==> src/c_subset_lexer_top_assert.svh <==
// Assertion macros used by the lexer queue module csl_queue.
// Needs a clock i_clk and an active-low reset i_rst_n in the using module.
`ifndef C_SUBSET_LEXER_TOP_ASSERT_SVH
`define C_SUBSET_LEXER_TOP_ASSERT_SVH

// check in the same cycle
`define CSL_ASSERT_NOW(lbl, ante, cons, msg) \
    lbl: assert property (@(posedge i_clk) disable iff (!i_rst_n) (ante) |-> (cons)) \
        else $error(msg);

// check in the next cycle
`define CSL_ASSERT_NEXT(lbl, ante, cons, msg) \
    lbl: assert property (@(posedge i_clk) disable iff (!i_rst_n) (ante) |=> (cons)) \
        else $error(msg);

`endif

==> src/csl_pkg.sv <==
// Shared types, constants and helper functions of the lexer.
// Used by csl_front, csl_queue, csl_back and c_subset_lexer_top.
package csl_pkg;

    localparam longint unsigned TEXT_BYTES = 64'd65536;
    localparam logic [15:0] POS_MAX = (TEXT_BYTES - 64'd1 < 64'd65535) ?
                                      16'(TEXT_BYTES - 64'd1) : 16'hFFFF;

    localparam int QDEPTH = 4;
    localparam int QAW    = $clog2(QDEPTH);
    localparam int QCW    = $clog2(QDEPTH + 1);

    localparam logic [7:0] WORD_INT    [3] = '{"i", "n", "t"};
    localparam logic [7:0] WORD_RETURN [6] = '{"r", "e", "t", "u", "r", "n"};

    typedef enum logic [3:0] {
        K_INT     = 4'd0,
        K_IDENT   = 4'd1,
        K_RETURN  = 4'd2,
        K_NUMBER  = 4'd3,
        K_SEMI    = 4'd4,
        K_LBRACE  = 4'd5,
        K_RBRACE  = 4'd6,
        K_LPAREN  = 4'd7,
        K_RPAREN  = 4'd8,
        K_ASSIGN  = 4'd9,
        K_EOF     = 4'd10,
        K_UNKNOWN = 4'd11
    } t_kind;

    typedef enum logic [2:0] {
        MODE_IDLE   = 3'b001,
        MODE_IDENT  = 3'b010,
        MODE_NUMBER = 3'b100
    } t_mode;

    typedef enum logic [1:0] {
        KW_NONE   = 2'd0,
        KW_INT    = 2'd1,
        KW_RETURN = 2'd2
    } t_kw;

    typedef struct packed {
        t_kind       kind;
        logic [15:0] start;
        logic [15:0] length;
    } t_token;

    typedef struct packed {
        logic   two;
        t_token tok0;
        t_token tok1;
    } t_entry;

    typedef struct packed {
        logic   empty;
        t_entry head;
    } t_q_status;

    function automatic logic [15:0] sat_inc(input logic [15:0] v);
        return (v < POS_MAX) ? v + 16'd1 : POS_MAX;
    endfunction

    function automatic logic is_letter(input logic [7:0] c);
        return (c >= "a" && c <= "z") || (c >= "A" && c <= "Z");
    endfunction

    function automatic logic is_digit(input logic [7:0] c);
        return c >= "0" && c <= "9";
    endfunction

    function automatic logic is_space(input logic [7:0] c);
        return c == " " || (c >= 8'd9 && c <= 8'd13);
    endfunction

    function automatic t_kind punct_kind(input logic [7:0] c);
        t_kind k;
        case (c)
            ";":     k = K_SEMI;
            "{":     k = K_LBRACE;
            "}":     k = K_RBRACE;
            "(":     k = K_LPAREN;
            ")":     k = K_RPAREN;
            "=":     k = K_ASSIGN;
            default: k = K_UNKNOWN;
        endcase
        return k;
    endfunction

    function automatic logic kw_keep(input t_kw kw, input logic [15:0] idx,
                                     input logic [7:0] c);
        logic ok;
        ok = 1'b0;
        case (kw)
            KW_INT: begin
                if (idx < 16'd3) ok = (c == WORD_INT[idx[1:0]]);
            end
            KW_RETURN: begin
                if (idx < 16'd6) ok = (c == WORD_RETURN[idx[2:0]]);
            end
            default: ok = 1'b1;
        endcase
        return ok;
    endfunction

endpackage

==> src/csl_front.sv <==
// Front end: accepts text bytes, tracks the pending run and forms token entries.
// Depends on csl_pkg.
module csl_front (
    input  logic              i_clk,
    input  logic              i_rst_n,
    input  logic              i_in_valid,
    input  logic [7:0]        i_text_byte,
    input  logic              i_end_of_text,
    input  logic              i_q_full,
    output logic              o_in_stall,
    output logic              o_push,
    output csl_pkg::t_entry   o_entry
);

    csl_pkg::t_mode  r_mode, n_mode;
    csl_pkg::t_kw    r_kw, n_kw;
    logic [15:0]     r_pos, n_pos;
    logic [15:0]     r_start, n_start;
    logic [15:0]     r_len, n_len;

    logic            accept;
    logic            has_run;
    logic            do_flush;
    logic            do_own;
    csl_pkg::t_kind  flush_kind;
    csl_pkg::t_token flush_tok;
    csl_pkg::t_token own_tok;

    always_comb begin
        has_run = (r_mode != csl_pkg::MODE_IDLE);
        if (r_mode == csl_pkg::MODE_NUMBER) begin
            flush_kind = csl_pkg::K_NUMBER;
        end else if (r_kw == csl_pkg::KW_INT && r_len == 16'd3) begin
            flush_kind = csl_pkg::K_INT;
        end else if (r_kw == csl_pkg::KW_RETURN && r_len == 16'd6) begin
            flush_kind = csl_pkg::K_RETURN;
        end else begin
            flush_kind = csl_pkg::K_IDENT;
        end
        flush_tok = '{kind: flush_kind, start: r_start, length: r_len};
        own_tok   = '{kind: csl_pkg::punct_kind(i_text_byte), start: r_pos, length: 16'd1};

        n_mode   = r_mode;
        n_kw     = r_kw;
        n_pos    = csl_pkg::sat_inc(r_pos);
        n_start  = r_start;
        n_len    = r_len;
        do_flush = 1'b0;
        do_own   = 1'b0;

        if (i_end_of_text) begin
            do_flush = has_run;
            do_own   = 1'b1;
            own_tok  = '{kind: csl_pkg::K_EOF, start: r_pos, length: 16'd0};
            n_mode   = csl_pkg::MODE_IDLE;
            n_kw     = csl_pkg::KW_NONE;
            n_pos    = 16'd0;
            n_start  = 16'd0;
            n_len    = 16'd0;
        end else if (csl_pkg::is_letter(i_text_byte)) begin
            if (r_mode == csl_pkg::MODE_IDENT) begin
                n_kw  = csl_pkg::kw_keep(r_kw, r_len, i_text_byte) ? r_kw : csl_pkg::KW_NONE;
                n_len = csl_pkg::sat_inc(r_len);
            end else begin
                do_flush = has_run;
                n_mode   = csl_pkg::MODE_IDENT;
                n_start  = r_pos;
                n_len    = 16'd1;
                if (i_text_byte == "i") begin
                    n_kw = csl_pkg::KW_INT;
                end else if (i_text_byte == "r") begin
                    n_kw = csl_pkg::KW_RETURN;
                end else begin
                    n_kw = csl_pkg::KW_NONE;
                end
            end
        end else if (csl_pkg::is_digit(i_text_byte)) begin
            if (has_run) begin
                n_kw  = csl_pkg::kw_keep(r_kw, r_len, i_text_byte) ? r_kw : csl_pkg::KW_NONE;
                n_len = csl_pkg::sat_inc(r_len);
            end else begin
                n_mode  = csl_pkg::MODE_NUMBER;
                n_start = r_pos;
                n_len   = 16'd1;
                n_kw    = csl_pkg::KW_NONE;
            end
        end else begin
            do_flush = has_run;
            do_own   = !csl_pkg::is_space(i_text_byte);
            n_mode   = csl_pkg::MODE_IDLE;
            n_kw     = csl_pkg::KW_NONE;
            n_len    = 16'd0;
        end
    end

    assign accept     = i_in_valid && !i_q_full;
    assign o_in_stall = i_q_full;
    assign o_push     = accept && (do_flush || do_own);
    assign o_entry    = '{two:  do_flush && do_own,
                          tok0: do_flush ? flush_tok : own_tok,
                          tok1: own_tok};

    always_ff @(posedge i_clk) begin
        if (!i_rst_n) begin
            r_mode  <= csl_pkg::MODE_IDLE;
            r_kw    <= csl_pkg::KW_NONE;
            r_pos   <= 16'd0;
            r_start <= 16'd0;
            r_len   <= 16'd0;
        end else if (accept) begin
            r_mode  <= n_mode;
            r_kw    <= n_kw;
            r_pos   <= n_pos;
            r_start <= n_start;
            r_len   <= n_len;
        end
    end

endmodule

==> src/csl_queue.sv <==
// Short queue of token entries between the front and back ends.
// Depends on csl_pkg and c_subset_lexer_top_assert.svh.
`include "c_subset_lexer_top_assert.svh"

module csl_queue (
    input  logic               i_clk,
    input  logic               i_rst_n,
    input  logic               i_push,
    input  csl_pkg::t_entry    i_entry,
    input  logic               i_pop,
    output logic               o_full,
    output csl_pkg::t_q_status o_status
);

    csl_pkg::t_entry              r_mem [csl_pkg::QDEPTH];
    logic [csl_pkg::QAW-1:0]      r_wr, n_wr;
    logic [csl_pkg::QAW-1:0]      r_rd, n_rd;
    logic [csl_pkg::QCW-1:0]      r_count;
    logic                         empty;

    assign empty    = (r_count == '0);
    assign o_full   = (r_count == csl_pkg::QCW'(csl_pkg::QDEPTH));
    assign o_status = '{empty: empty, head: r_mem[r_rd]};

    assign n_wr = (r_wr == csl_pkg::QAW'(csl_pkg::QDEPTH - 1)) ? '0 : r_wr + 1'b1;
    assign n_rd = (r_rd == csl_pkg::QAW'(csl_pkg::QDEPTH - 1)) ? '0 : r_rd + 1'b1;

    always_ff @(posedge i_clk) begin
        if (i_push) r_mem[r_wr] <= i_entry;
    end

    always_ff @(posedge i_clk) begin
        if (!i_rst_n) begin
            r_wr    <= '0;
            r_rd    <= '0;
            r_count <= '0;
        end else begin
            if (i_push) r_wr <= n_wr;
            if (i_pop)  r_rd <= n_rd;
            if (i_push && !i_pop) begin
                r_count <= r_count + 1'b1;
            end else if (i_pop && !i_push) begin
                r_count <= r_count - 1'b1;
            end
        end
    end

    `CSL_ASSERT_NOW(a_no_overflow, i_push, !o_full, "push into full queue")
    `CSL_ASSERT_NOW(a_no_underflow, i_pop, !empty, "pop from empty queue")
    `CSL_ASSERT_NOW(a_count_max, 1'b1, r_count <= csl_pkg::QCW'(csl_pkg::QDEPTH), "count beyond depth")
    `CSL_ASSERT_NEXT(a_count_up, i_push && !i_pop, r_count == $past(r_count) + 1'b1, "count did not advance")

endmodule

==> src/csl_back.sv <==
// Back end: drains queue entries and sends one token per transaction.
// Depends on csl_pkg.
module csl_back (
    input  logic               i_clk,
    input  logic               i_rst_n,
    input  csl_pkg::t_q_status i_status,
    input  logic               i_out_stall,
    output logic               o_pop,
    output logic               o_out_valid,
    output csl_pkg::t_token    o_token,
    output logic               o_last
);

    logic            r_valid;
    logic            r_pend;
    csl_pkg::t_token r_pend_tok;
    csl_pkg::t_token r_tok;
    logic            r_last;
    logic            out_free;

    assign out_free    = !r_valid || !i_out_stall;
    assign o_pop       = out_free && !r_pend && !i_status.empty;
    assign o_out_valid = r_valid;
    assign o_token     = r_tok;
    assign o_last      = r_last;

    always_ff @(posedge i_clk) begin
        if (!i_rst_n) begin
            r_valid <= 1'b0;
            r_pend  <= 1'b0;
        end else if (out_free) begin
            if (r_pend) begin
                r_valid <= 1'b1;
                r_pend  <= 1'b0;
            end else if (!i_status.empty) begin
                r_valid <= 1'b1;
                r_pend  <= i_status.head.two;
            end else begin
                r_valid <= 1'b0;
            end
        end
    end

    always_ff @(posedge i_clk) begin
        if (out_free) begin
            if (r_pend) begin
                r_tok  <= r_pend_tok;
                r_last <= 1'b1;
            end else begin
                r_tok      <= i_status.head.tok0;
                r_last     <= !i_status.head.two;
                r_pend_tok <= i_status.head.tok1;
            end
        end
    end

endmodule

==> src/c_subset_lexer_top.sv <==
// Top level of the streaming C-subset lexer.
// Depends on csl_pkg, csl_front, csl_queue and csl_back.

// Takes one text byte per cycle unless input stall is high and emits tokens (kind, start
// offset, length, last flag), one token per cycle at the output unless output stall is high.
// A byte that closes a pending run and yields its own token too gives two tokens, so the
// output port at one token per cycle sets the sustained rate. A four-entry queue between
// the classifying front end and the output stage absorbs such bursts; input stall rises
// only when it is full. A token is written into the queue and then registered in the
// output stage. No clearing pass follows reset.
module c_subset_lexer_top (
    input  logic        i_clk,
    input  logic        i_rst_n,
    input  logic        i_in_valid,
    output logic        o_in_stall,
    input  logic [7:0]  i_text_byte,
    input  logic        i_end_of_text,
    output logic        o_out_valid,
    input  logic        i_out_stall,
    output logic [3:0]  o_token_kind,
    output logic [15:0] o_token_start,
    output logic [15:0] o_token_length,
    output logic        o_last_of_run
);

    logic               q_full;
    logic               push;
    logic               pop;
    csl_pkg::t_entry    entry;
    csl_pkg::t_q_status status;
    csl_pkg::t_token    token;

    csl_front u_front (
        .i_clk         (i_clk),
        .i_rst_n       (i_rst_n),
        .i_in_valid    (i_in_valid),
        .i_text_byte   (i_text_byte),
        .i_end_of_text (i_end_of_text),
        .i_q_full      (q_full),
        .o_in_stall    (o_in_stall),
        .o_push        (push),
        .o_entry       (entry)
    );

    csl_queue u_queue (
        .i_clk    (i_clk),
        .i_rst_n  (i_rst_n),
        .i_push   (push),
        .i_entry  (entry),
        .i_pop    (pop),
        .o_full   (q_full),
        .o_status (status)
    );

    csl_back u_back (
        .i_clk       (i_clk),
        .i_rst_n     (i_rst_n),
        .i_status    (status),
        .i_out_stall (i_out_stall),
        .o_pop       (pop),
        .o_out_valid (o_out_valid),
        .o_token     (token),
        .o_last      (o_last_of_run)
    );

    assign o_token_kind   = token.kind;
    assign o_token_start  = token.start;
    assign o_token_length = token.length;

endmodule
==> config.mk <==
export PLATFORM = sky130hd
export DESIGN_NAME = c_subset_lexer_top
export DESIGN_NICKNAME = d
export VERILOG_FILES = /design/src/csl_pkg.sv /design/src/csl_front.sv /design/src/csl_queue.sv /design/src/csl_back.sv /design/src/c_subset_lexer_top.sv
export VERILOG_INCLUDE_DIRS = /design/src /design/src/src
export SDC_FILE = /design/constraint.sdc
export NUM_CORES = 1
export LEC_CHECK = 0
export BUFFER_PORTS_ARGS = -buffer_cell sky130_fd_sc_hd__buf_2
export CAP_MARGIN = 30
export CORE_ASPECT_RATIO = 0.5
export CORE_MARGIN = 5
export CORE_UTILIZATION = 62
export DETAILED_ROUTE_END_ITERATION = 6
export HOLD_SLACK_MARGIN = 0.08
export PLACE_DENSITY = 0.88
export SLEW_MARGIN = 40
export SYNTH_ARGS = -nofsm -noshare
export SYNTH_HDL_FRONTEND = slang
export SYNTH_SLANG_ARGS = --single-unit
==> constraint.sdc <==
create_clock -name i_clk -period 5.65 [get_ports i_clk]
set_input_delay 1.4125 -clock i_clk [delete_from_list [all_inputs] [get_ports i_clk]]
set_output_delay 1.4125 -clock i_clk [all_outputs]
set_load 0.01 [all_outputs]
==> results of run 1 <==
power breakdown:
part | internal, W | switching, W | total (W)
sequential | 0.00332 | 0.000233 | 0.00355
combinational | 0.000657 | 0.000810 | 0.00147
clock | 0.00117 | 0.000902 | 0.00207
stage by stage:
stage,hold WS [ns],power [W],setup slack (ns),cells
final,0.456,0.00709,1.84,1341
after global routing,0.481,0.00736,1.65,1341
after CTS,0.457,0.00711,1.88,1341
after detailed placement,0.446,0.00502,1.35,1287
after global placement,0.439,0.00493,1.44,1285
after floorplan,0.432,0.00450,1.11,975
logic make-up after synthesis:
logic type	Yosys count	share of synthesized area, %
flops	354	68.4
compound gates	149	6.67
buf+inv	75	2.06
mux	86	11.1
fa+ha+maj	16	1.42
simple gates	285	9.80
xor+xnor	10	0.600
Yosys cell counts, drive strengths merged, types with 6 or more instances:
cell and count:
edfxtp 290, nand2 91, dfxtp 64, mux4 58
a21oi 52, nor2 43, clkbuf 39, nor3 28
o21ai 27, and2 24, mux2 22, nand3 22
buf 21, nor2b 16, ha 15, o2111ai 15
and3 14, a31oi 13, inv 13, nand4 12
a211oi 7, mux2i 6
flip-flops by register name, summed over array words and instances, names as in the netlist, 2 cells and up, named ones only:
register           flops
u_front.r_mode         3
u_back.o_token        36
u_front.r_len         16
u_queue.r_rd           2
u_back.r_pend_tok     21
u_queue.r_mem        232
u_front.r_pos         16
u_queue.r_wr           2
u_queue.r_count        3
u_front.r_start       16
u_front.r_kw           2
worst reg2reg max path: stages (launching register included):
cell and delay [ns]:
dfxtp_1 0.38, nor3b_1 0.67, nand2b_1 0.20, buf_4 0.34, a21oi_2 0.16, ha_1 0.26, inv_1 0.07, fa_1 0.18
xor2_1 0.08, or3_1 0.33, a21oi_1 0.15
final cells by class:
type / instances / area (µm²)
multi-input combinational: 546 / 4360
sequential: 354 / 10000
timing repair buffer: 65 / 410
fill: 1281 / 6810
clock buffer: 34 / 744
tap: 307 / 384
clock inverter: 20 / 223
inverter: 15 / 56.3
worst paths after layout:
path                                           to
setup / recovery   u_queue.r_mem[1][34]$_DFFE_PP_
hold / removal    u_front.r_start[7]$_SDFFE_PN0P_
setup reg to reg  u_queue.r_count[2]$_SDFFE_PN0P_
hold reg to reg   u_front.r_start[7]$_SDFFE_PN0P_
metal layers:
metal | up-vias | track usage [%] | wire length (µm)
li1 | 3848 | - | -
met1 | 4536 | 36.5 | 12900
met2 | 699 | 42.2 | 16800
met3 | 104 | 4.73 | 3580
met4 | 0 | 6.05 | 849
met5 | - | 0 | 0
==> results.md, run 1 <==
* Peak supply drop at 0.225 mV
* Area growth syn-to-layout at 10.8%
* Post-CTS setup repair buffer count at 0
* HP Class: register to register
* Highest-count cells in the layout ignoring fill and taps: 290 x edfxtp_1, 90 x nand2_1, 61 x dfxtp_1
* Sequential area share after synthesis at 68.4%
* Startpoint Class: input port
* Syn. warnings at 0
* Setup violators final at 0
* Routed vias at 9187
* Crit-path max FO at 31
* Post-Syn Nets at 1004
* Vias in the first global route at 9078
* # port buffers at 51
* WHS Path Cells at 2
* Worst path bufs/invs at 2
* Final Instance Area at 16200 µm²
* Status: finished clean
* RSZ-0062 raised after global routing: false
* CTS Sinks at 354
* Most common cell after layout, fill and taps aside: edfxtp_1
* Average size of a mapped cell at 15.0 µm²
* Min-delay src: u_front.r_start[7]$_SDFFE_PN0P_
* Post-synthesis async set-or-reset flop share at 0%
* WP data required at 5.88 ns
* Num CTS Buffers at 29
* IO Pins at 52
* Largest net degree at the start of global routing at 57
* Post-route DRC at 0
* Yosys top cell by area: edfxtp_1
* Number of antenna violations at the first check in global routing at 0
* Largest cells by area after synthesis: edfxtp_1 60%, mux4_2 8.9%, dfxtp_1 8.8%, nand2_1 2.3%, a21oi_1 1.7%
* Slew Limit Headroom at 43.3%
* Skew final at 0.0219 ns
* Post-synthesis cell count at 975
* Mapped cell area at 14600 µm²
* Worst-skew pair later-pin latency at 0.56 ns
* First-pass GRT wire length at 53400 µm
* Slew @ Worst Pin at 0.850 ns
* Layout cell share with drive strength beyond 1 at 21.1%
* Clk Tree Root Cell: clkbuf_16
* Leakage at 5.48 nW
* Longest Clk Path Bufs at 3
* # rows at 39
* Die Y at 119 µm
* Number of diodes at 0
* DP HPWL at 18900 µm
* Drt total wl at 34100 µm
* Worst-path clk slew at 0.07 ns
* TNS Setup at 0 ns
* GRT Overall Usage at 25.6%
* Final period demand of the worst path at 3.81 ns
* Total of max-cap violations at 0
* Worst Path Arrival at 4.04 ns
* Total grt overflow at 0
* Cell Area, Placed at 15200 µm²
* Drt via density at 6.85
* Worst r2r path cells at 10
* Antenna-violating nets left at 0
* Die X-Extent at 227 µm
* R2R setup slack at 2.76 ns
* R2r startpoint: u_queue.r_count[2]$_SDFFE_PN0P_
* Crit-path cells: buf_2 -> a21oi_1 -> o21ai_0 -> or2_2 -> o211ai_1 -> a21oi_2 -> and2_2 -> buf_12
* Post-synth EDFFs at 290
* CTS tree: yes
* First-pass DRT Iterations at 7
* Endpoint class of the critical path: register
* Critical Path Source: i_text_byte[1]
* Crit-path slowest cell: and2_2
* # nets final at 1040
* Max incr delay on CP at 0.77 ns
* Final core utilization at 70.4%
* Final RePlAce weighted congestion at 0.811
* Hold Buf Count CTS at 0
* FF+latch count, synth at 354
* DR WL/cell at 25.4 µm
* # resized after CTS at 0
* Crit path max-delay family: simple AND/OR/NAND/NOR gates
* Final Hold Viols at 0
* CTS HTree Levels at 1
* Final period util at 67.5%
* Core box area at 23000 µm²
* Prevailing post-synth register cell: edfxtp_1
* P per Cell Area at 438 nW/µm²
* DIE AREA at 26900 µm²
* Fmax at 0.262 GHz
* Post-synth top area share at 59.6%
* WP depth at 8
* Initial Util at 63.5%
* Slew Viols, Final at 0
* DRT iter0 DRCs at 1404
* WS Path Type: input port to register
* Distinct cells, synth at 66
(Power assumes the default switching activity.)
==> inputs of run 2 (changes only) <==
ABC_AREA = 1   (was default)
clock period = 3.9 ns   (was 5.65 ns; I/O delays follow)
==> run 2 against run 1 <==
The run now ends with design-rule violations left. Critical path depth rose by 8. Global-route usage rose by 1.0 points. Die area rose by 3.2%. Critical endpoint is now u_queue.r_count[1]$_SDFFE_PN0P_. Largest cell class unchanged.
==> results.md, run 2 <==
* Post-route DRC at 16 (+16)
* P per Cell Area at 639 nW/µm² (+46%)
* Max incr delay on CP at 0.42 ns (-0.35 ns)
* Final Hold Viols at 0 (unchanged)
* Setup violators final at 0 (unchanged)
* Failing checks: design-rule violations
* Clk Tree Root Cell: clkbuf_16
* HP Class: register to register
* Storage element area at 9990 µm² (about the same)
* # nets final at 1539 (+48%)
* Setup WS pre-CTS at 0.537 ns (-0.809 ns)
* Slew @ Worst Pin at 0.802 ns (-0.0486 ns)
* Area growth syn-to-layout at 10.0%
* Num CTS Buffers at 29 (unchanged)
* Switching Share at 32.4% (+5.0 points)
* Worst-skew pair later-pin latency at 0.55 ns (about the same)
* Post-Syn Nets at 1506 (+50%)
* Post-synth top area share at 57.7% (-2.0 points)
* DP HPWL at 22000 µm (+17%)
* Status: complete, but fails checks
* Post-synth EDFFs at 290 (unchanged)
* WHS Path Cells at 2 (unchanged)
* Sequential area share after synthesis at 66.1% (-2.3 points)
* FF+latch count, synth at 354 (unchanged)
* Post-CTS setup repair buffer count at 0 (unchanged)
* Worst-path clk slew at 0.07 ns (about the same)
* CTS tree: yes
* DRT iter0 DRCs at 1483 (+5.6%)
* Fmax at 0.355 GHz
* Hold Buf Count CTS at 0 (unchanged)
* Highest-count cells in the layout ignoring fill and taps: 315 x nor2_1, 290 x edfxtp_1, 216 x nand2_1
* Worst Path Arrival at 3.26 ns (-0.78 ns)
* Crit-path cells: buf_2 -> nor2_1 -> nand3_1 -> nor2_2 -> inv_2 -> nand2_2 -> inv_2 -> a21oi_1 -> nand2_1 -> nand2_1 -> inv_1 -> ha_1 -> inv_1 -> fa_1 -> o21ai_0 -> nor2_1
* IO Pins at 52 (unchanged)
* Crit-path slowest cell: fa_1
* Vias in the first global route at 11246 (+24%)
* Average size of a mapped cell at 10.2 µm² (-32%)
* GRT Overall Usage at 26.7% (+1.0 points)
* Biggest register: u_queue.r_mem
* Worst r2r path cells at 9 (-1)
* First-pass DRT Iterations at 7 (unchanged)
* Net switching power figure at 0.00344 W (+77%)
* Total grt overflow at 0 (unchanged)
* WP data required at 4.34 ns (-1.54 ns)
* Design Power at 0.0106 W (+50%)
* Routed vias at 11310 (+23%)
* Area of the multi-input gates at 4500 µm² (+3.3%)
* Placed cell count at 1794 (+39%)
* Die Y at 120 µm (+1.6%)
* DIE AREA at 27800 µm² (+3.2%)
* Slew Viols, Final at 0 (unchanged)
* Leakage at 6.03 nW (+10%)
* RSZ-0062 raised after global routing: false
* Drt via density at 6.12 (-11%)
* Max FFs per register at 232 (unchanged)
* Peak supply drop at 0.429 mV (+90%)
* Endpoint class of the critical path: register
* Longest Clk Path Bufs at 3 (unchanged)
* Antenna-violating nets left at 0 (unchanged)
* Skew final at 0.00773 ns (-0.0142 ns)
* Clock network power share at 26.6% (-2.6 points)
* Most frequent cell after synthesis: nor2_1
* Seq pwr share at 48.3% (-1.8 points)
* DR WL/cell at 20.1 µm (-21%)
* Prevailing post-synth register cell: edfxtp_1
* Syn. warnings at 0 (unchanged)
* # rows at 40 (+2.6%)
* Pint at 0.00717 W (+39%)
* Largest cells by area after synthesis: edfxtp_1 58%, dfxtp_1 8.5%, nor2_1 8.0%, nand2_1 5.4%, o21ai_0 4.6%
* CTS HTree Levels at 1 (unchanged)
* First-pass GRT wire length at 59000 µm (+10%)
* Final period util at 72.3%
* Top post-synthesis cells by count: 320 x nor2_1, 290 x edfxtp_1, 217 x nand2_1
* Startpoint Class: input port
* Final RePlAce weighted congestion at 0.899 (+11%)
* Fill cell count at 1586 (+24%)
* Die X-Extent at 231 µm (+1.6%)
* Slew Limit Headroom at 46.4% (+3.0 points)
* Post-synthesis async set-or-reset flop share at 0% (unchanged)
* Layout cell share with drive strength beyond 1 at 10.3% (-11 points)
* Total of max-cap violations at 0 (unchanged)
* Post-synthesis cell count at 1477 (+51%)
* Distinct cells, synth at 38 (-42%)
* Mapped cell area at 15100 µm² (+3.4%)
* Combinational fraction of design power at 25.1% (+4.4 points)
* # resized after CTS at 0 (unchanged)
* Final setup margin at 1.08 ns (-0.757 ns)
* WS Path Type: input port to register
* Final period demand of the worst path at 2.82 ns
* Core box area at 24000 µm² (+4.3%)
* Number of antenna violations at the first check in global routing at 0 (unchanged)
* Most common cell after layout, fill and taps aside: nor2_1
* # port buffers at 51 (unchanged)
* Initial Util at 63.0% (-0.54 points)
* Drt total wl at 37100 µm (+8.7%)
* TNS Setup at 0 ns (unchanged)
* CTS Sinks at 354 (unchanged)
* Crit-path max FO at 5 (-84%)
* Final Non-Filler Cells at 1848 (+38%)
* Largest net degree at the start of global routing at 72 (+26%)
* Yosys top cell by area: edfxtp_1
run 2: worst paths after layout:
path | slack [ns] | start | to
worst max-delay path | 1.08 | i_text_byte[7] | u_queue.r_count[1]$_SDFFE_PN0P_
worst min-delay path | 0.49 | u_front.r_start[1]$_SDFFE_PN0P_ | u_front.r_start[1]$_SDFFE_PN0P_
worst max register to register | 1.44 | u_front.r_len[0]$_SDFFE_PN0P_ | u_front.r_len[8]$_SDFFE_PN0P_
worst min register to register | 0.49 | u_front.r_start[1]$_SDFFE_PN0P_ | u_front.r_start[1]$_SDFFE_PN0P_
run 2: worst max-delay path, delay by kind of cell:
kind                       cells  cell delay, ns
adders and majority gates      2            0.60
AOI/OAI and AO/OA              2            0.33
buffers and inverters          5            0.40
and+or+nand+nor                7            0.97
run 2: area by class of cell:
type | count | area share, %
Sequential cell | 354 | 60.1
Multi-Input combinational cell | 959 | 27.1
Clock buffer | 33 | 4.46
Timing Repair Buffer | 74 | 2.88
Tap cell | 315 | 2.37
Inverter | 92 | 2.08
Clock inverter | 20 | 0.964
Antenna cell | 1 | 0.0151
run 2: logic make-up (layout without fill, tap and decap cells):
kind of cell	Yosys count	after routing	share of synthesized area, %
AOI/OAI and AO/OA	285	285	10.1
buffers and inverters	164	219	4.27
other	0	1	0
adders and majority gates	16	16	1.38
xor gates and xnor gates	13	13	0.754
DFF	354	354	66.1
and+or+nand+nor	645	645	17.3
run 2: power groups by stage:
stage / registers (W) / logic [W] / clock network, W
2_1_floorplan: 0.00527 / 0.00153 / 0
3_3_place_gp: 0.00516 / 0.00245 / 0
3_5_place_dp: 0.00519 / 0.00258 / 0
4_1_cts: 0.00512 / 0.00263 / 0.00283
5_1_grt: 0.00517 / 0.00291 / 0.00302
6_report: 0.00512 / 0.00266 / 0.00283
run 2: per-stage QoR:
stage	hold slack [ns]	util [%]	instance area, µm²
CTS	0.487	69.3	16600
floorplan	0.455	-	15100
finish	0.486	69.3	16600
detailed placement	0.471	65.6	15700
global placement	0.462	65.6	15700
global route	0.501	69.3	16600
run 2: per-layer routing:
| metal | GRT usage (%) | vias up | routed length (µm) |
|---|---|---|---|
| met4 | 7.83 | 0 | 1040 |
| met5 | 0 | - | 0 |
| li1 | - | 5142 | - |
| met3 | 4.76 | 107 | 4020 |
| met2 | 45.1 | 710 | 17600 |
| met1 | 36.0 | 5351 | 14400 |
==> inputs of run 3 (changes only) <==
clock period = 2.6 ns   (was 3.9 ns; I/O delays follow)
==> run 3 against run 2 <==
The flow still finishes with violations (design-rule violations). Via count rose by 4.2%. Combinational power grew 59%. Sequential power is 51% higher. Register-to-register slack worse by 1.1 ns. First-iteration DRC count is 25% higher. Worst hold slack lost 0.024 ns. Global-route usage is 1.2 points higher. Flip-flop and latch count stayed put. Clock power increased by 58%. Non-clock buffer count grew 46. Critical path type is now register to register. Critical endpoint is now u_front.r_pos[9]$_SDFFE_PN0P_.
==> results.md, run 3 (same netlist as run 2, synthesis figures left out) <==
* Status: complete, but fails checks
* Failing checks: design-rule violations
* Die X-Extent at 231 µm (unchanged)
* CTS tree: yes
* Die Y at 120 µm (unchanged)
* Worst path bufs/invs at 1 (-4)
* Drt total wl at 38900 µm (+5.0%)
* Crit-path cells: ha_1 -> nand3_1 -> nor3_4 -> nand3_2 -> nor2_2 -> inv_2 -> nand3_1 -> nand2_1 -> a21oi_1
* Highest-count cells in the layout ignoring fill and taps: 313 x nor2_1, 290 x edfxtp_1, 213 x nand2_1
* Max FFs per register at 232 (unchanged)
* Startpoint Class: register
* RSZ-0062 raised after global routing: false
* Setup violators final at 0 (unchanged)
* Worst-skew pair later-pin latency at 0.55 ns (about the same)
* # rows at 40 (unchanged)
* Longest Clk Path Bufs at 3 (unchanged)
* DP HPWL at 23700 µm (+7.7%)
* DR WL/cell at 20.6 µm (+2.6%)
* Max incr delay on CP at 0.48 ns (+0.06 ns)
* Crit path max-delay family: simple AND/OR/NAND/NOR gates
* Final period demand of the worst path at 2.30 ns
* Core box area at 24000 µm² (unchanged)
* Post-CTS setup repair buffer count at 0 (unchanged)
* Final Hold Viols at 0 (unchanged)
* DIE AREA at 27800 µm² (unchanged)
* # port buffers at 51 (unchanged)
* Setup WS pre-CTS at -0.212 ns (-0.749 ns)
* Total of max-cap violations at 0 (unchanged)
* Slew Viols, Final at 0 (unchanged)
* Design Power at 0.0164 W (+55%)
* CTS Sinks at 354 (unchanged)
* Biggest register: u_queue.r_mem
* Drt via density at 6.23 (+1.8%)
* Fill cell count at 1483 (-6.5%)
* Endpoint class of the critical path: register
* Crit-path slowest cell: dfxtp_1
* P per Cell Area at 957 nW/µm² (+50%)
* Clk Tree Root Cell: clkbuf_16
* IO Pins at 52 (unchanged)
* Slew @ Worst Pin at 0.756 ns (-0.0459 ns)
* CTS HTree Levels at 1 (unchanged)
* Number of antenna violations at the first check in global routing at 1 (+1)
* Placed cell count at 1840 (+2.6%)
* Initial Util at 63.0% (unchanged)
* Area growth syn-to-layout at 13.7%
* Most frequent CP cell: nand3_1
* First-pass GRT wire length at 61300 µm (+3.9%)
* # resized after CTS at 0 (unchanged)
* HP Class: input port to register
* Leakage at 6.31 nW (+4.7%)
* WP data required at 3.06 ns (-1.28 ns)
* Post-route DRC at 3 (-13)
* Worst Path Arrival at 2.76 ns (-0.50 ns)
* Layout cell share with drive strength beyond 1 at 13.3% (+2.9 points)
* Routed vias at 11786 (+4.2%)
* Crit-path max FO at 9 (+4)
* DRT iter0 DRCs at 1853 (+25%)
* Fmax at 0.435 GHz
* First-pass DRT Iterations at 7 (unchanged)
* GRT Overall Usage at 27.8% (+1.2 points)
* Largest net degree at the start of global routing at 69 (-4.2%)
* Most common cell after layout, fill and taps aside: nor2_1
* Slew Limit Headroom at 49.6% (+3.3 points)
* Number of diodes at 0 (-1)
* Final RePlAce weighted congestion at 0.941 (+4.6%)
* # nets final at 1585 (+3.0%)
* Total grt overflow at 0 (unchanged)
* WS Path Type: register to register
* Final period util at 88.3%
* Skew final at 0.0152 ns (+0.00751 ns)
* Num CTS Buffers at 29 (unchanged)
* Hold Buf Count CTS at 0 (unchanged)
* Vias in the first global route at 11510 (+2.3%)
* Peak supply drop at 0.526 mV (+23%)
* Antenna-violating nets left at 0 (unchanged)
* TNS Setup at 0 ns (unchanged)
* Final setup margin at 0.304 ns (-0.778 ns)
* Worst-path clk slew at 0.07 ns (about the same)
* Final Non-Filler Cells at 1892 (+2.4%)
run 3: cell count changes in the layout (fill, tap and decap cells not counted), moves of 2 or more:
cell	delta
nor2_4	+2
buf_4	+40
nand2_2	-3
o21ai_1	+2
nand2_4	+5
buf_12	+6
nand2_1	-3
clkbuf_8	+5
clkinv_2	-7
clkinv_4	-2
o21ai_0	-2
nor2_1	-2
run 3: worst paths after layout:
check | from | endpoint | slack, ns | cells past startpoint
worst max-delay path | u_front.r_pos[1]$_SDFFE_PN0P_ | u_front.r_pos[9]$_SDFFE_PN0P_ | 0.30 | 9
worst min-delay path | i_rst_n | u_front.r_mode[0]$_SDFFE_PN1P_ | 0.46 | 2
worst max register to register | u_front.r_pos[1]$_SDFFE_PN0P_ | u_front.r_pos[9]$_SDFFE_PN0P_ | 0.30 | 9
worst min register to register | u_front.r_start[0]$_SDFFE_PN0P_ | u_front.r_start[0]$_SDFFE_PN0P_ | 0.49 | 2
run 3: cell type report:
cell class | count | area, µm² | share of cell area [%]
sequential | 354 | 9990 | 58.2
tap | 315 | 394 | 2.30
inverter | 92 | 348 | 2.03
timing repair buffer | 120 | 898 | 5.23
clock inverter | 13 | 145 | 0.845
clock buffer | 39 | 813 | 4.74
multi-input combinational | 959 | 4580 | 26.7
run 3: per-layer routing:
layer | part of all wire, % | global-route usage, % | up-vias
met3 | 12 | 4.93 | 121
met2 | 48 | 46.0 | 869
met4 | 3.0 | 8.90 | 0
li1 | - | - | 5232
met1 | 38 | 38.3 | 5564
met5 | 0 | 0 | -
run 3: per-stage QoR:
| stage | utilization [%] | hold slack, ns | area (µm²) |
|---|---|---|---|
| finish | 71.6 | 0.462 | 17200 |
| global route | 71.6 | 0.478 | 17200 |
| CTS | 71.6 | 0.452 | 17200 |
| detailed placement | 67.6 | 0.473 | 16200 |
| global placement | 67.6 | 0.466 | 16200 |
| floorplan | - | 0.455 | 15200 |
run 3: power breakdown:
group,internal (W),switching (W),leakage (nW),total [W]
clock,0.00249,0.00197,0.467,0.00446
combinational,0.00128,0.00296,2.60,0.00423
sequential,0.00738,0.000366,3.24,0.00775
total,0.0111,0.00529,6.31,0.0164
run 3: worst register-to-register path: cells and delay by family (launching register included):
kind	cells	cell delay, ns
adders and majority gates	1	0.26
AOI/OAI and AO/OA	1	0.18
DFF	1	0.48
and+or+nand+nor	6	1.12
buffers and inverters	1	0.17
